==> src/hw/rtl/hec_pkg.sv <==
package hec_pkg;

  // field and state widths
  localparam int COUNT_W    = 33;
  localparam int FRAC_W     = 24;
  localparam int EXP_W      = 6;
  localparam int LOG_W      = EXP_W + FRAC_W;
  localparam int MANT_W     = 31;
  localparam int LOG_SUM_W  = 62;
  localparam int TOTAL_W    = 34;
  localparam int OUT_W      = 32;
  localparam int DIV_NUM_W  = 64;
  localparam int DIV_DEN_W  = 32;
  localparam int CFG_DATA_W = 5;
  localparam int CFG_IDX_W  = 1;
  localparam int MODE_W     = 2;
  localparam int BSIZE_W    = 5;

  // defaults
  localparam int MAX_BITS_DEF = 16;
  localparam int QUEUE_DEPTH  = 4;
  localparam logic [BSIZE_W-1:0] BSIZE_RESET = 5'd8;

  // q1.31 one
  localparam logic [OUT_W-1:0] ONE_Q31 = 32'h8000_0000;

  // register indexes
  localparam logic [CFG_IDX_W-1:0] REG_BIT_SIZE = 1'd0;
  localparam logic [CFG_IDX_W-1:0] REG_MODE     = 1'd1;

  // mode codes
  localparam logic [MODE_W-1:0] MODE_NORM  = 2'd0;
  localparam logic [MODE_W-1:0] MODE_BOUND = 2'd1;
  localparam logic [MODE_W-1:0] MODE_PROP  = 2'd2;

  // queue word between front and back
  typedef struct packed {
    logic [COUNT_W-1:0] count;
    logic               last;
    logic               zero;
  } item_t;

  // configuration seen by the back end
  typedef struct packed {
    logic [BSIZE_W-1:0] bit_size;
    logic [MODE_W-1:0]  mode;
  } cfg_t;

endpackage

==> src/hw/rtl/hec_hist_if.sv <==
interface hec_hist_if;
  import hec_pkg::*;
  logic               valid;
  logic               ready;
  logic [COUNT_W-1:0] count;
  logic               last;
  modport source (output valid, count, last, input ready);
  modport sink (input valid, count, last, output ready);
endinterface

==> src/hw/rtl/hec_front.sv <==
module hec_front (
  input  logic          clk,
  input  logic          rst,
  hec_hist_if.sink      hist,
  output logic          q_valid,
  output hec_pkg::item_t q_item,
  input  logic          q_pop
);
  import hec_pkg::*;

  localparam int PTR_W = $clog2(QUEUE_DEPTH);
  localparam int CNT_W = $clog2(QUEUE_DEPTH + 1);

  item_t              mem [QUEUE_DEPTH];
  logic [PTR_W-1:0]   wr_ptr;
  logic [PTR_W-1:0]   rd_ptr;
  logic [CNT_W-1:0]   fill;
  logic               push;
  logic               pop;
  item_t              word;

  assign hist.ready = (fill != CNT_W'(QUEUE_DEPTH));
  assign push       = hist.valid && hist.ready;
  assign pop        = q_pop && q_valid;
  assign q_valid    = (fill != '0);
  assign q_item     = mem[rd_ptr];

  // classify the incoming word
  always_comb begin
    word.count = hist.count;
    word.last  = hist.last;
    word.zero  = (hist.count == '0);
  end

  // queue storage
  always_ff @(posedge clk) begin
    if (push) begin
      mem[wr_ptr] <= word;
    end
  end

  // queue pointers
  always_ff @(posedge clk) begin
    if (rst) begin
      wr_ptr <= '0;
      rd_ptr <= '0;
      fill   <= '0;
    end else begin
      if (push) begin
        wr_ptr <= (wr_ptr == PTR_W'(QUEUE_DEPTH - 1)) ? '0 : wr_ptr + 1'b1;
      end
      if (pop) begin
        rd_ptr <= (rd_ptr == PTR_W'(QUEUE_DEPTH - 1)) ? '0 : rd_ptr + 1'b1;
      end
      if (push && !pop) begin
        fill <= fill + 1'b1;
      end else if (pop && !push) begin
        fill <= fill - 1'b1;
      end
    end
  end

endmodule

==> src/flat_wrapper.sv <==
// flat-port wrapper written by rule: the top's interface ports become plain ports
module hec_front_flat import hec_pkg::*;
  (clk, rst, q_valid, q_item, q_pop, hist_valid, hist_count, hist_last, hist_ready);
  hec_hist_if hist_i ();
  input  logic clk;
  input  logic rst;
  output logic q_valid;
  output hec_pkg::item_t q_item;
  input  logic q_pop;
  input wire logic [$bits(hist_i.valid)-1:0] hist_valid;
  input wire logic [$bits(hist_i.count)-1:0] hist_count;
  input wire logic [$bits(hist_i.last)-1:0] hist_last;
  output wire logic [$bits(hist_i.ready)-1:0] hist_ready;
  assign hist_i.valid = hist_valid;
  assign hist_i.count = hist_count;
  assign hist_i.last = hist_last;
  assign hist_ready = hist_i.ready;
  hec_front u_core (.clk(clk), .rst(rst), .hist(hist_i), .q_valid(q_valid), .q_item(q_item), .q_pop(q_pop));
endmodule
==> config.mk <==
export PLATFORM = sky130hd
export DESIGN_NAME = hec_front_flat
export DESIGN_NICKNAME = d
export VERILOG_FILES = /design/src/hw/rtl/hec_pkg.sv /design/src/hw/rtl/hec_hist_if.sv /design/src/hw/rtl/hec_front.sv /design/src/flat_wrapper.sv
export SDC_FILE = /design/constraint.sdc
export NUM_CORES = 1
export LEC_CHECK = 0
export BUFFER_PORTS_ARGS = -buffer_cell sky130_fd_sc_hd__clkbuf_2
export CORE_MARGIN = 5
export CORE_UTILIZATION = 61
export CTS_BUF_LIST = sky130_fd_sc_hd__clkbuf_16
export DETAILED_ROUTE_END_ITERATION = 12
export PLACE_DENSITY_LB_ADDON = 0.05
export SLEW_MARGIN = 10
export SYNTH_ARGS = -nofsm -noshare
export SYNTH_HDL_FRONTEND = slang
export SYNTH_SLANG_ARGS = --single-unit
==> constraint.sdc <==
create_clock -name clk -period 4.3 [get_ports clk]
set_input_delay 0.645 -clock clk [delete_from_list [all_inputs] [get_ports clk]]
set_output_delay 0.645 -clock clk [all_outputs]
set_load 0.005 [all_outputs]
# After elaboration in Yosys (flattened, before gate mapping)
# Memory sizes are Yosys's and may differ from the RTL's. A register that Yosys moved wholly into a read port is not among the register bits.
# Index checks and enable logic that the tools add are counted.
# classes
n_addsub,4
mul,0
div_mod_pow,0
n_lt_le_gt_ge,0
eq_ne,3
shifts,0
muxes,8
bitwise_logic,0
reduce_logical,9
# op_table
operator,count
zero test 33 bit,1
two-way mux 2 bit,4
two-way mux 3 bit,2
adder 2 x 1 -> 2 bit (second input constant),2
== test 2 bit (second input constant),2
logical AND 1 bit,4
adder 3 x 1 -> 3 bit (second input constant),1
inequality test 3 bit (second input constant),1
nonzero test 3 bit,1
subtractor 3 x 1 -> 3 bit (second input constant),1
zero test 1 bit,2
two-way mux 1 bit,2
nonzero test 2 bit,1
# totals
ff_bits,7
latchBits,0
mem_bits_rw,140
mem_bits_ro,0
inputBits,38
output_inout_bits,37
wordCells,28
mem_count,1
# mem_list
name,words,word_bits,read_ports,rd_clocked_by_memory_dff,write_ports,line,rtl
u_core.mem,4,35,1,1,1,hec_front.sv:14,item_t mem [QUEUE_DEPTH];

# Logic depth before layout (Yosys ltp)
# Gate-level depths: netlist of the first run.
# depth
depth_word,6
depth_mapped,8
mapped_depth_nobuf,8

# Worst setup path before layout of the first run
# OpenSTA, ideal clock, no wires.
# synth_timing
path_type,input-to-reg
from,input q_pop
to,register u_core.fill[2]
setup_ps,70
t_arrival_ps,1951
required_time_ps,4230
slack_ps,2279
path_stages,7
path_cell_list,o31ai_2 ha_1 inv_1 fa_1 xor2_1 or3_1 a21oi_1
# synth_via
elab_chain_len,4
word_cells_on_any_way,6
# synth_lines
element,line,rtl
from (decl),flat_wrapper.sv:9,input logic q_pop;
logical AND 1 bit (*),hec_front.sv:24,assign pop = q_pop && q_valid;
zero test 1 bit,hec_front.sv:55,if (push && !pop) begin
logical AND 1 bit,hec_front.sv:55,
two-way mux 3 bit or nonzero test 2 bit (tied branches),n/a,
to (signal assigned),hec_front.sv:56,fill <= fill + 1'b1;
to (signal assigned),hec_front.sv:58,fill <= fill - 1'b1;
to (decl),hec_front.sv:17,logic [CNT_W-1:0] fill;
# Mark *: on every way between the ends. The rest lies on a longest branch, timed or not.
# A chain may end at the register's enable or synchronous reset.

==> impl_metrics.tcl, run 1 <==
set metrics [dict create \
    status "finished, final reports clean" \
    firstDrtPassIters 4 \
    avgSynthCellArea_um2 23.0 \
    dieArea_um2 11200 \
    ys_top_cells_by_area "edfxtp_1 75%, mux4_2 14%, dfxtp_1 3.2%" \
    syn_inst 243 \
    drv_slew 0 \
    tightest_slew_ns 0.940 \
    start_util 0.615 \
    dp_hpwl_mm 5.72 \
    routed_wl_mm 9.47 \
    cts-buffers-inserted 17 \
    ant_nets 0 \
    syn_area_um2 5600 \
    synth_cell_types 25 \
    period_needed_ns 2.96 \
    cts.sink_count 149 \
    die_y_um 106 \
    areaGrowthSynthToFinish_pct 19.1 \
    cp_slowest_stage_delay_ns 0.73 \
    synth-seq-area-share 0.783 \
    crit_slowest_cell "dfxtp_2" \
    post-cts-setup-buffer-count 0 \
    tns_ns 0 \
    port_buffers 74 \
    row_count 35 \
    cts_resized 0 \
    setup_slack_ns 1.34 \
    ir_drop_v 0.000394 \
    finClkSkew_ns 0.0119 \
    hold_viol 0 \
    critPathMaxFanout 18 \
    maxSlewHeadroom 0.374 \
    grt_usage 0.185 \
    worst-path-buf-inv 2 \
    vias 2607 \
    crit_path_start_kind "flip-flop" \
    mostFrequentLayoutCell "edfxtp_1" \
    drc 0 \
    rsz0062_at_grt "false" \
    overflow 0 \
    finalNetCount 374 \
    ios 75 \
    root_buffer "clkbuf_16" \
    cts_tree "yes" \
    yosysTopAreaCell "edfxtp_1" \
    cp_cell_sequence "buf_4 > mux4_2 > clkbuf_2" \
    grt_pass1_wl_mm 15.2 \
    leakagePower_nw 2.30 \
    avgViaCountPerCell 5.75 \
    cts_hold_buf 0 \
    arrival_ns 2.31 \
    synth_nets 288 \
    synth_top_area_frac 0.751 \
    clock_path_buffers 2 \
    wire_per_inst_um 20.9 \
    coreArea_um2 9110 \
    grt_pass1_vias 2819 \
    cts.reportedPaths.clkPinSlew_ns 0.06 \
    hp-class "in2reg" \
    final_cell_mix "140 x edfxtp_1, 74 x clkbuf_2, 35 x mux4_2" \
    critPathKind "reg2out" \
    gp_congestion 0.707 \
    cap_violations 0 \
    cellPowerDensity_nw_per_um2 599 \
    fin_crit_sh 0.688 \
    fin_cells 453 \
    fmax_mhz 338 \
    ys_warn_count 0 \
    antenna_cells 0 \
    ys_ff_latch 149 \
    drive_gt1_frac 0.433 \
    cpLargestDelayFamily "flip-flops" \
    cts_htree_levels 4 \
    setup-violations-final 0 \
    fp.dieW_um 106 \
    dpl.cell_count 421 \
    end_kind "output pin" \
    antenna_found_initial 0 \
    dp_slack_ns 1.69 \
    final_core_util 0.732 \
    drt_iter0_drc 97 \
    grt_max_degree 36 \
    clk_latency_ns 0.40 \
    critical_path_required_ns 3.65 \
]
## per-layer routing
metal / vias to the layer above / GRT usage / wire length (um)
met5: - / 0 / 0
met4: 0 / 0.0527 / 46
met3: 2 / 0.0631 / 509
met2: 72 / 0.300 / 4970
met1: 1329 / 0.241 / 3940
li1: 1204 / - / -
## flip-flops by register name, summed over array words and instances, names as in the netlist, named ones only
register	flops
u_core.mem	140
u_core.rd_ptr	2
u_core.wr_ptr	2
u_core.fill	3
## stage by stage
step	power, W	area, um2	hold WS (ns)
6_report	0.00400	6670	0.481
5_1_grt	0.00418	6670	0.466
4_1_cts	0.00405	6670	0.459
3_5_place_dp	0.00254	6050	0.491
3_3_place_gp	0.00253	6050	0.492
2_1_floorplan	0.00229	5600	0.456
## cell families (layout without fill, tap and decap cells)
family	count (synthesis)	count (layout)	share of synthesized area
multiplexers	37	37	0.144
adder cells (fa/ha/maj)	7	7	0.0170
flip-flops	149	149	0.783
buffers and inverters	13	112	0.0150
XOR/XNOR	2	2	0.00313
AO/OA/AOI/OAI	8	8	0.00849
AND/OR/NAND/NOR	27	27	0.0293
## final cells by class
cell class | instances | area (um2)
clock buffer | 17 | 425
clock inverter | 15 | 190
fill | 539 | 2440
inverter | 5 | 18.8
multi-input combinational | 81 | 1130
sequential | 149 | 4390
tap | 111 | 139
timing repair buffer | 75 | 378
## worst paths after layout
check                        start           endpoint  slack (ns)  cells past startpoint
hold reg to reg   u_core.rd_ptr[0]          flip-flop        0.50                      2
setup / recovery         flip-flop          q_item[2]        1.34                      3
hold / removal      hist_count[18]  u_core.mem[3][20]        0.48                      1
setup reg to reg    u_core.fill[0]     u_core.fill[2]        2.16                      7
## synthesized netlist by cell type
| library cell | number |
|---|---|
| buf_2 | 3 |
| inv_1 | 4 |
| or3_1 | 4 |
| and3_2 | 4 |
| nand4_1 | 2 |
| nor3_1 | 1 |
| buf_6 | 4 |
| o31ai_2 | 1 |
| fa_1 | 1 |
| or4_1 | 1 |
| nor2_1 | 5 |
| xor2_1 | 2 |
| nor4_1 | 7 |
| dfxtp_1 | 9 |
| nand2_1 | 1 |
| a21oi_1 | 4 |
| nand3_1 | 1 |
| o21ai_0 | 3 |
| clkbuf_2 | 1 |
| ha_1 | 6 |
| edfxtp_1 | 140 |
| inv_2 | 1 |
| mux4_2 | 35 |
| nor3b_2 | 1 |
| mux2i_1 | 2 |
## power breakdown
part           total [W]  internal (W)  switching [W]
clock            0.00151      0.000964       0.000544
sequential       0.00185       0.00175       0.000101
combinational   0.000643      0.000356       0.000287
total            0.00400       0.00307       0.000931
Note: power is estimated with default switching activity, not from simulation.
==> run 2, diff against run 1 <==
CORE_UTILIZATION = 51   (was 61)
clock period = 2.6 ns   (was 4.3 ns; I/O delays follow)
==> impl_metrics.tcl, run 2 (synthesis gave the netlist of run 1 again) <==
set metrics [dict create \
    status "finished, final reports clean" \
    tns_ns 0 \
    leakagePower_nw 2.33 \
    clock_path_buffers 2 \
    hold_viol 0 \
    rsz0062_at_grt "false" \
    largestRegisters "u_core.mem: 140 flops, u_core.fill: 3 flops" \
    placed_cell_area_um2 6200 \
    coreArea_um2 10800 \
    ff_latch_area_um2 4390 \
    finalNetCount 380 \
    cpLargestDelayFamily "multiplexers" \
    hp-class "in2reg" \
    final_core_util 0.627 \
    dp_hpwl_mm 6.24 \
    r2r-start "u_core.fill[0]" \
    rr_worst_depth 7 \
    cts.reportedPaths.clkPinSlew_ns 0.06 \
    firstDrtPassIters 6 \
    grt_pass1_wl_mm 15.8 \
    period_needed_ns 2.15 \
    ir_drop_v 0.000489 \
    end_kind "output pin" \
    drive_gt1_frac 0.448 \
    clk_latency_ns 0.41 \
    critPathCapture "q_item[12]" \
    tightest_slew_ns 0.545 \
    p_sw_frac 0.253 \
    cp_slowest_stage_delay_ns 0.59 \
    routed_wl_mm 9.87 \
    switchingPower_w 0.00165 \
    maxSlewHeadroom 0.637 \
    setup-violations-final 0 \
    die_y_um 115 \
    fillers 771 \
    ios 75 \
    overflow 0 \
    finClkSkew_ns 0.00662 \
    worst-path-buf-inv 2 \
    cp_cell_sequence "buf_12 > mux4_2 > clkbuf_2" \
    avgViaCountPerCell 5.56 \
    ant_nets 0 \
    grt_max_degree 36 \
    post-cts-setup-buffer-count 0 \
    final_cell_mix "140 x edfxtp_1, 74 x clkbuf_2, 35 x mux4_2" \
    gp_congestion 0.715 \
    start_util 0.519 \
    worstReg2RegEnd "u_core.fill[2]" \
    p_seq_frac 0.457 \
    row_count 38 \
    critical_path_required_ns 2.21 \
    crit_path_start_kind "flip-flop" \
    p_comb_frac 0.187 \
    cts_tree "yes" \
    antenna_found_initial 0 \
    top_register "u_core.mem" \
    fp.dieW_um 115 \
    cts_resized 0 \
    mostFrequentLayoutCell "edfxtp_1" \
    dpl.cell_count 456 \
    cts.sink_count 149 \
    crit_slowest_cell "mux4_2" \
    cts-buffers-inserted 17 \
    port_buffers 74 \
    critPathMaxFanout 35 \
    crit_cells 3 \
    worst-r2r-setup-slack_ns 0.48 \
    vias 2711 \
    critPathKind "reg2out" \
    multi_input_area_um2 1130 \
    fin_crit_sh 0.828 \
    arrival_ns 1.76 \
    cts_hold_buf 0 \
    antenna_cells 0 \
    p_int_w 0.00486 \
    drt_iter0_drc 171 \
    largest_reg_flops 140 \
    areaGrowthSynthToFinish_pct 20.9 \
    fmax_mhz 464 \
    grt_usage 0.166 \
    cap_violations 0 \
    cts_htree_levels 4 \
    fin_cells 488 \
    grt_pass1_vias 2857 \
    stdcell_area_um2 6770 \
    drv_slew 0 \
    dieArea_um2 13200 \
    cellPowerDensity_nw_per_um2 961 \
    p_clk_frac 0.355 \
    root_buffer "clkbuf_16" \
    wire_per_inst_um 20.2 \
    drc 0 \
]
==> run 2: changes by cell type in the layout (fill, tap and decap cells not counted), sizes merged <==
cell	before	now
buf	1	7
clkinv	1	7
clkinvlp	6	2
inv	9	10
bufinv	4	1
==> run 2: worst register-to-register path, delay by kind of cell, from the launching register on <==
kind | cells | cell delay (ns)
AO/OA/AOI/OAI | 2 | 0.51
XOR/XNOR | 1 | 0.19
adder cells (fa/ha/maj) | 2 | 0.63
buffers and inverters | 1 | 0.06
flip-flops | 1 | 0.37
AND/OR/NAND/NOR | 1 | 0.30
==> run 2: cell type report <==
cell class / instances / share of cell area
tap: 140 / 0.0259
inverter: 5 / 0.00277
timing repair buffer: 81 / 0.0717
clock buffer: 17 / 0.0628
sequential: 149 / 0.648
multi-input combinational: 81 / 0.167
clock inverter: 15 / 0.0216
==> run 2: power by group through the flow <==
stage	clock, W	combinational (W)	sequential (W)
2_1_floorplan	0	0.000793	0.00299
3_3_place_gp	0	0.00125	0.00302
3_5_place_dp	0	0.00126	0.00303
4_1_cts	0.00235	0.00126	0.00298
5_1_grt	0.00248	0.00135	0.00300
6_report	0.00231	0.00122	0.00298
==> run 2: metal layers <==
metal	routed length, um	global-route usage	vias to the layer above	share of wire
li1	-	-	1216	-
met1	4070	0.218	1403	0.41
met2	5030	0.262	77	0.51
met3	540	0.0484	15	0.055
met4	232	0.0704	0	0.023
met5	0	0	-	0
==> run 2: how the worst min path moves through the flow <==
stage | startpoint | endpoint | cells past startpoint
5_1_grt | hist_count[11] | u_core.mem[3][13] | 1
2_1_floorplan | u_core.rd_ptr[0] | flip-flop | 2
3_3_place_gp | u_core.rd_ptr[0] | flip-flop | 2
6_report | hist_count[2] | u_core.mem[1][4] | 1
4_1_cts | hist_count[1] | u_core.mem[2][3] | 1
3_5_place_dp | u_core.rd_ptr[0] | flip-flop | 2
==> run 2: metrics by stage <==
step           hold slack (ns)  total power, W  setup slack [ns]
4_1_cts                  0.202         0.00660             0.399
5_1_grt                  0.207         0.00683             0.276
6_report                 0.214         0.00651             0.447
3_3_place_gp             0.479         0.00426             0.540
3_5_place_dp             0.490         0.00429             0.483
2_1_floorplan            0.456         0.00378             0.617
==> run 3, diff against run 2 <==
clock period = 1.8 ns   (was 2.6 ns; I/O delays follow)
==> impl_metrics.tcl, run 3 (synthesis gave the netlist of run 1 again) <==
set metrics [dict create \
    drt_iter0_drc 89 \
    p_seq_frac 0.454 \
    setup-violations-final 36 \
    start_util 0.519 \
    rr_worst_depth 7 \
    dp_hpwl_mm 6.24 \
    finClkSkew_ns 0.00793 \
    critPathKind "reg2out" \
    rsz0062_at_grt "true" \
    p_sw_frac 0.257 \
    critical_path_required_ns 1.53 \
    grt_pass1_wl_mm 15.5 \
    switchingPower_w 0.00244 \
    top_register "u_core.mem" \
    cts_tree "yes" \
    hp-start "hist_last" \
    avgViaCountPerCell 5.45 \
    grt_pass1_vias 2897 \
    worstReg2RegEnd "u_core.fill[2]" \
    mostFrequentLayoutCell "edfxtp_1" \
    clock_path_buffers 2 \
    arrival_ns 1.67 \
    critPathCapture "q_item[3]" \
    antenna_cells 0 \
    hold_viol 0 \
    die_y_um 115 \
    gp_congestion 0.726 \
    final_core_util 0.640 \
    cts_htree_levels 4 \
    worst-r2r-setup-slack_ns -0.09 \
    ant_nets 0 \
    drc 0 \
    fin_crit_sh 1.08 \
    setup_slack_ns -0.136 \
    fp.dieW_um 115 \
    grt_max_degree 36 \
    drive_gt1_frac 0.483 \
    vias 2725 \
    wire_per_inst_um 20.1 \
    ios 75 \
    p_clk_frac 0.338 \
    clk_latency_ns 0.40 \
    largestRegisters "u_core.mem: 140 flops, u_core.fill: 3 flops" \
    hp-class "in2reg" \
    fillers 765 \
    dieArea_um2 13200 \
    cellPowerDensity_nw_per_um2 1370 \
    overflow 0 \
    routed_wl_mm 10.0 \
    dpl.cell_count 466 \
    fmax_mhz 517 \
    coreArea_um2 10800 \
    p_int_w 0.00705 \
    r2r-start "u_core.fill[2]" \
    fin_cells 500 \
    areaGrowthSynthToFinish_pct 23.3 \
    status "complete, but fails checks" \
    cts-buffers-inserted 17 \
    firstDrtPassIters 4 \
    row_count 38 \
    finalNetCount 392 \
    port_buffers 74 \
    root_buffer "clkbuf_16" \
    crit_path_start_kind "flip-flop" \
    leakagePower_nw 2.39 \
    cts.sink_count 149 \
    largest_reg_flops 140 \
    ir_drop_v 0.000929 \
    end_kind "output pin" \
    p_comb_frac 0.209 \
    final_cell_mix "140 x edfxtp_1, 74 x clkbuf_2, 35 x mux4_2" \
    period_needed_ns 1.94 \
    drv_slew 0 \
    cap_violations 0 \
    violations "negative setup slack" \
    maxSlewHeadroom 0.726 \
    grt_usage 0.162 \
    antenna_found_initial 0 \
    cts.reportedPaths.clkPinSlew_ns 0.06 \
    tightest_slew_ns 0.408 \
    critPathMaxFanout 11 \
]
-- run 3: cell types whose count changed in the layout (fill, tap and decap cells not counted), sizes merged --
| cell | delta |
|---|---|
| bufinv | -1 |
| inv | +2 |
| buf | +12 |
| clkinvlp | +2 |
| clkinv | -3 |
-- run 3: per-layer routing --
| metal | routed length, um | track usage |
|---|---|---|
| met3 | 448 | 0.0463 |
| met5 | 0 | 0 |
| met2 | 5290 | 0.267 |
| met4 | 74 | 0.0587 |
| met1 | 4230 | 0.209 |
-- run 3: layout make-up --
type | count | area (um2) | area share
Clock buffer | 17 | 425 | 0.0616
Timing Repair Buffer | 93 | 621 | 0.0899
Multi-Input combinational cell | 81 | 1150 | 0.167
Clock inverter | 15 | 123 | 0.0178
Sequential cell | 149 | 4390 | 0.636
Inverter | 5 | 18.8 | 0.00272
Tap cell | 140 | 175 | 0.0254
-- run 3: timing repair --
item,CTS,global route
endpoints found under the setup margin,36,36
hold buffers,0,0
setup buffers,1,0
pin swaps,2,2
hold endpoints to repair,0,0
resized for setup,2,1
gates cloned,1,0
-- run 3: power by group through the flow --
stage	Combinational (W)	Clock (W)	Sequential [W]
after global placement	0.00195	0	0.00435
after CTS	0.00203	0.00327	0.00431
after detailed placement	0.00196	0	0.00437
after floorplan	0.00116	0	0.00433
final	0.00198	0.00321	0.00431
after global routing	0.00216	0.00346	0.00433
-- run 3: worst min path at each step --
stage | to | depth (start not counted) | slack (ns)
finish | u_core.mem[3][1] | 1 | 0.08
global placement | flip-flop | 2 | 0.48
detailed placement | flip-flop | 2 | 0.47
CTS | u_core.mem[2][1] | 1 | 0.07
floorplan | u_core.fill[2] | 1 | 0.33
global route | u_core.mem[3][1] | 1 | 0.07
-- run 3: critical path, stage by stage, from the launching register on --
cell	delay, ns
dfxtp_4	0.41
buf_12	0.17
mux4_2	0.54
clkbuf_2	0.14
-- run 3: stage by stage --
step,area (um2),setup WS (ns),setup TNS [ns],power (W),hold slack [ns]
6_report,6910,-0.136,-3.63,0.00949,0.0825
5_1_grt,6910,-0.193,-6.04,0.00995,0.0697
4_1_cts,6900,-0.163,-4.99,0.00961,0.0654
3_5_place_dp,6320,-0.0661,-0.0661,0.00633,0.470
3_3_place_gp,6320,-0.0183,-0.0183,0.00630,0.485
2_1_floorplan,5620,-0.0469,-0.0469,0.00549,0.332
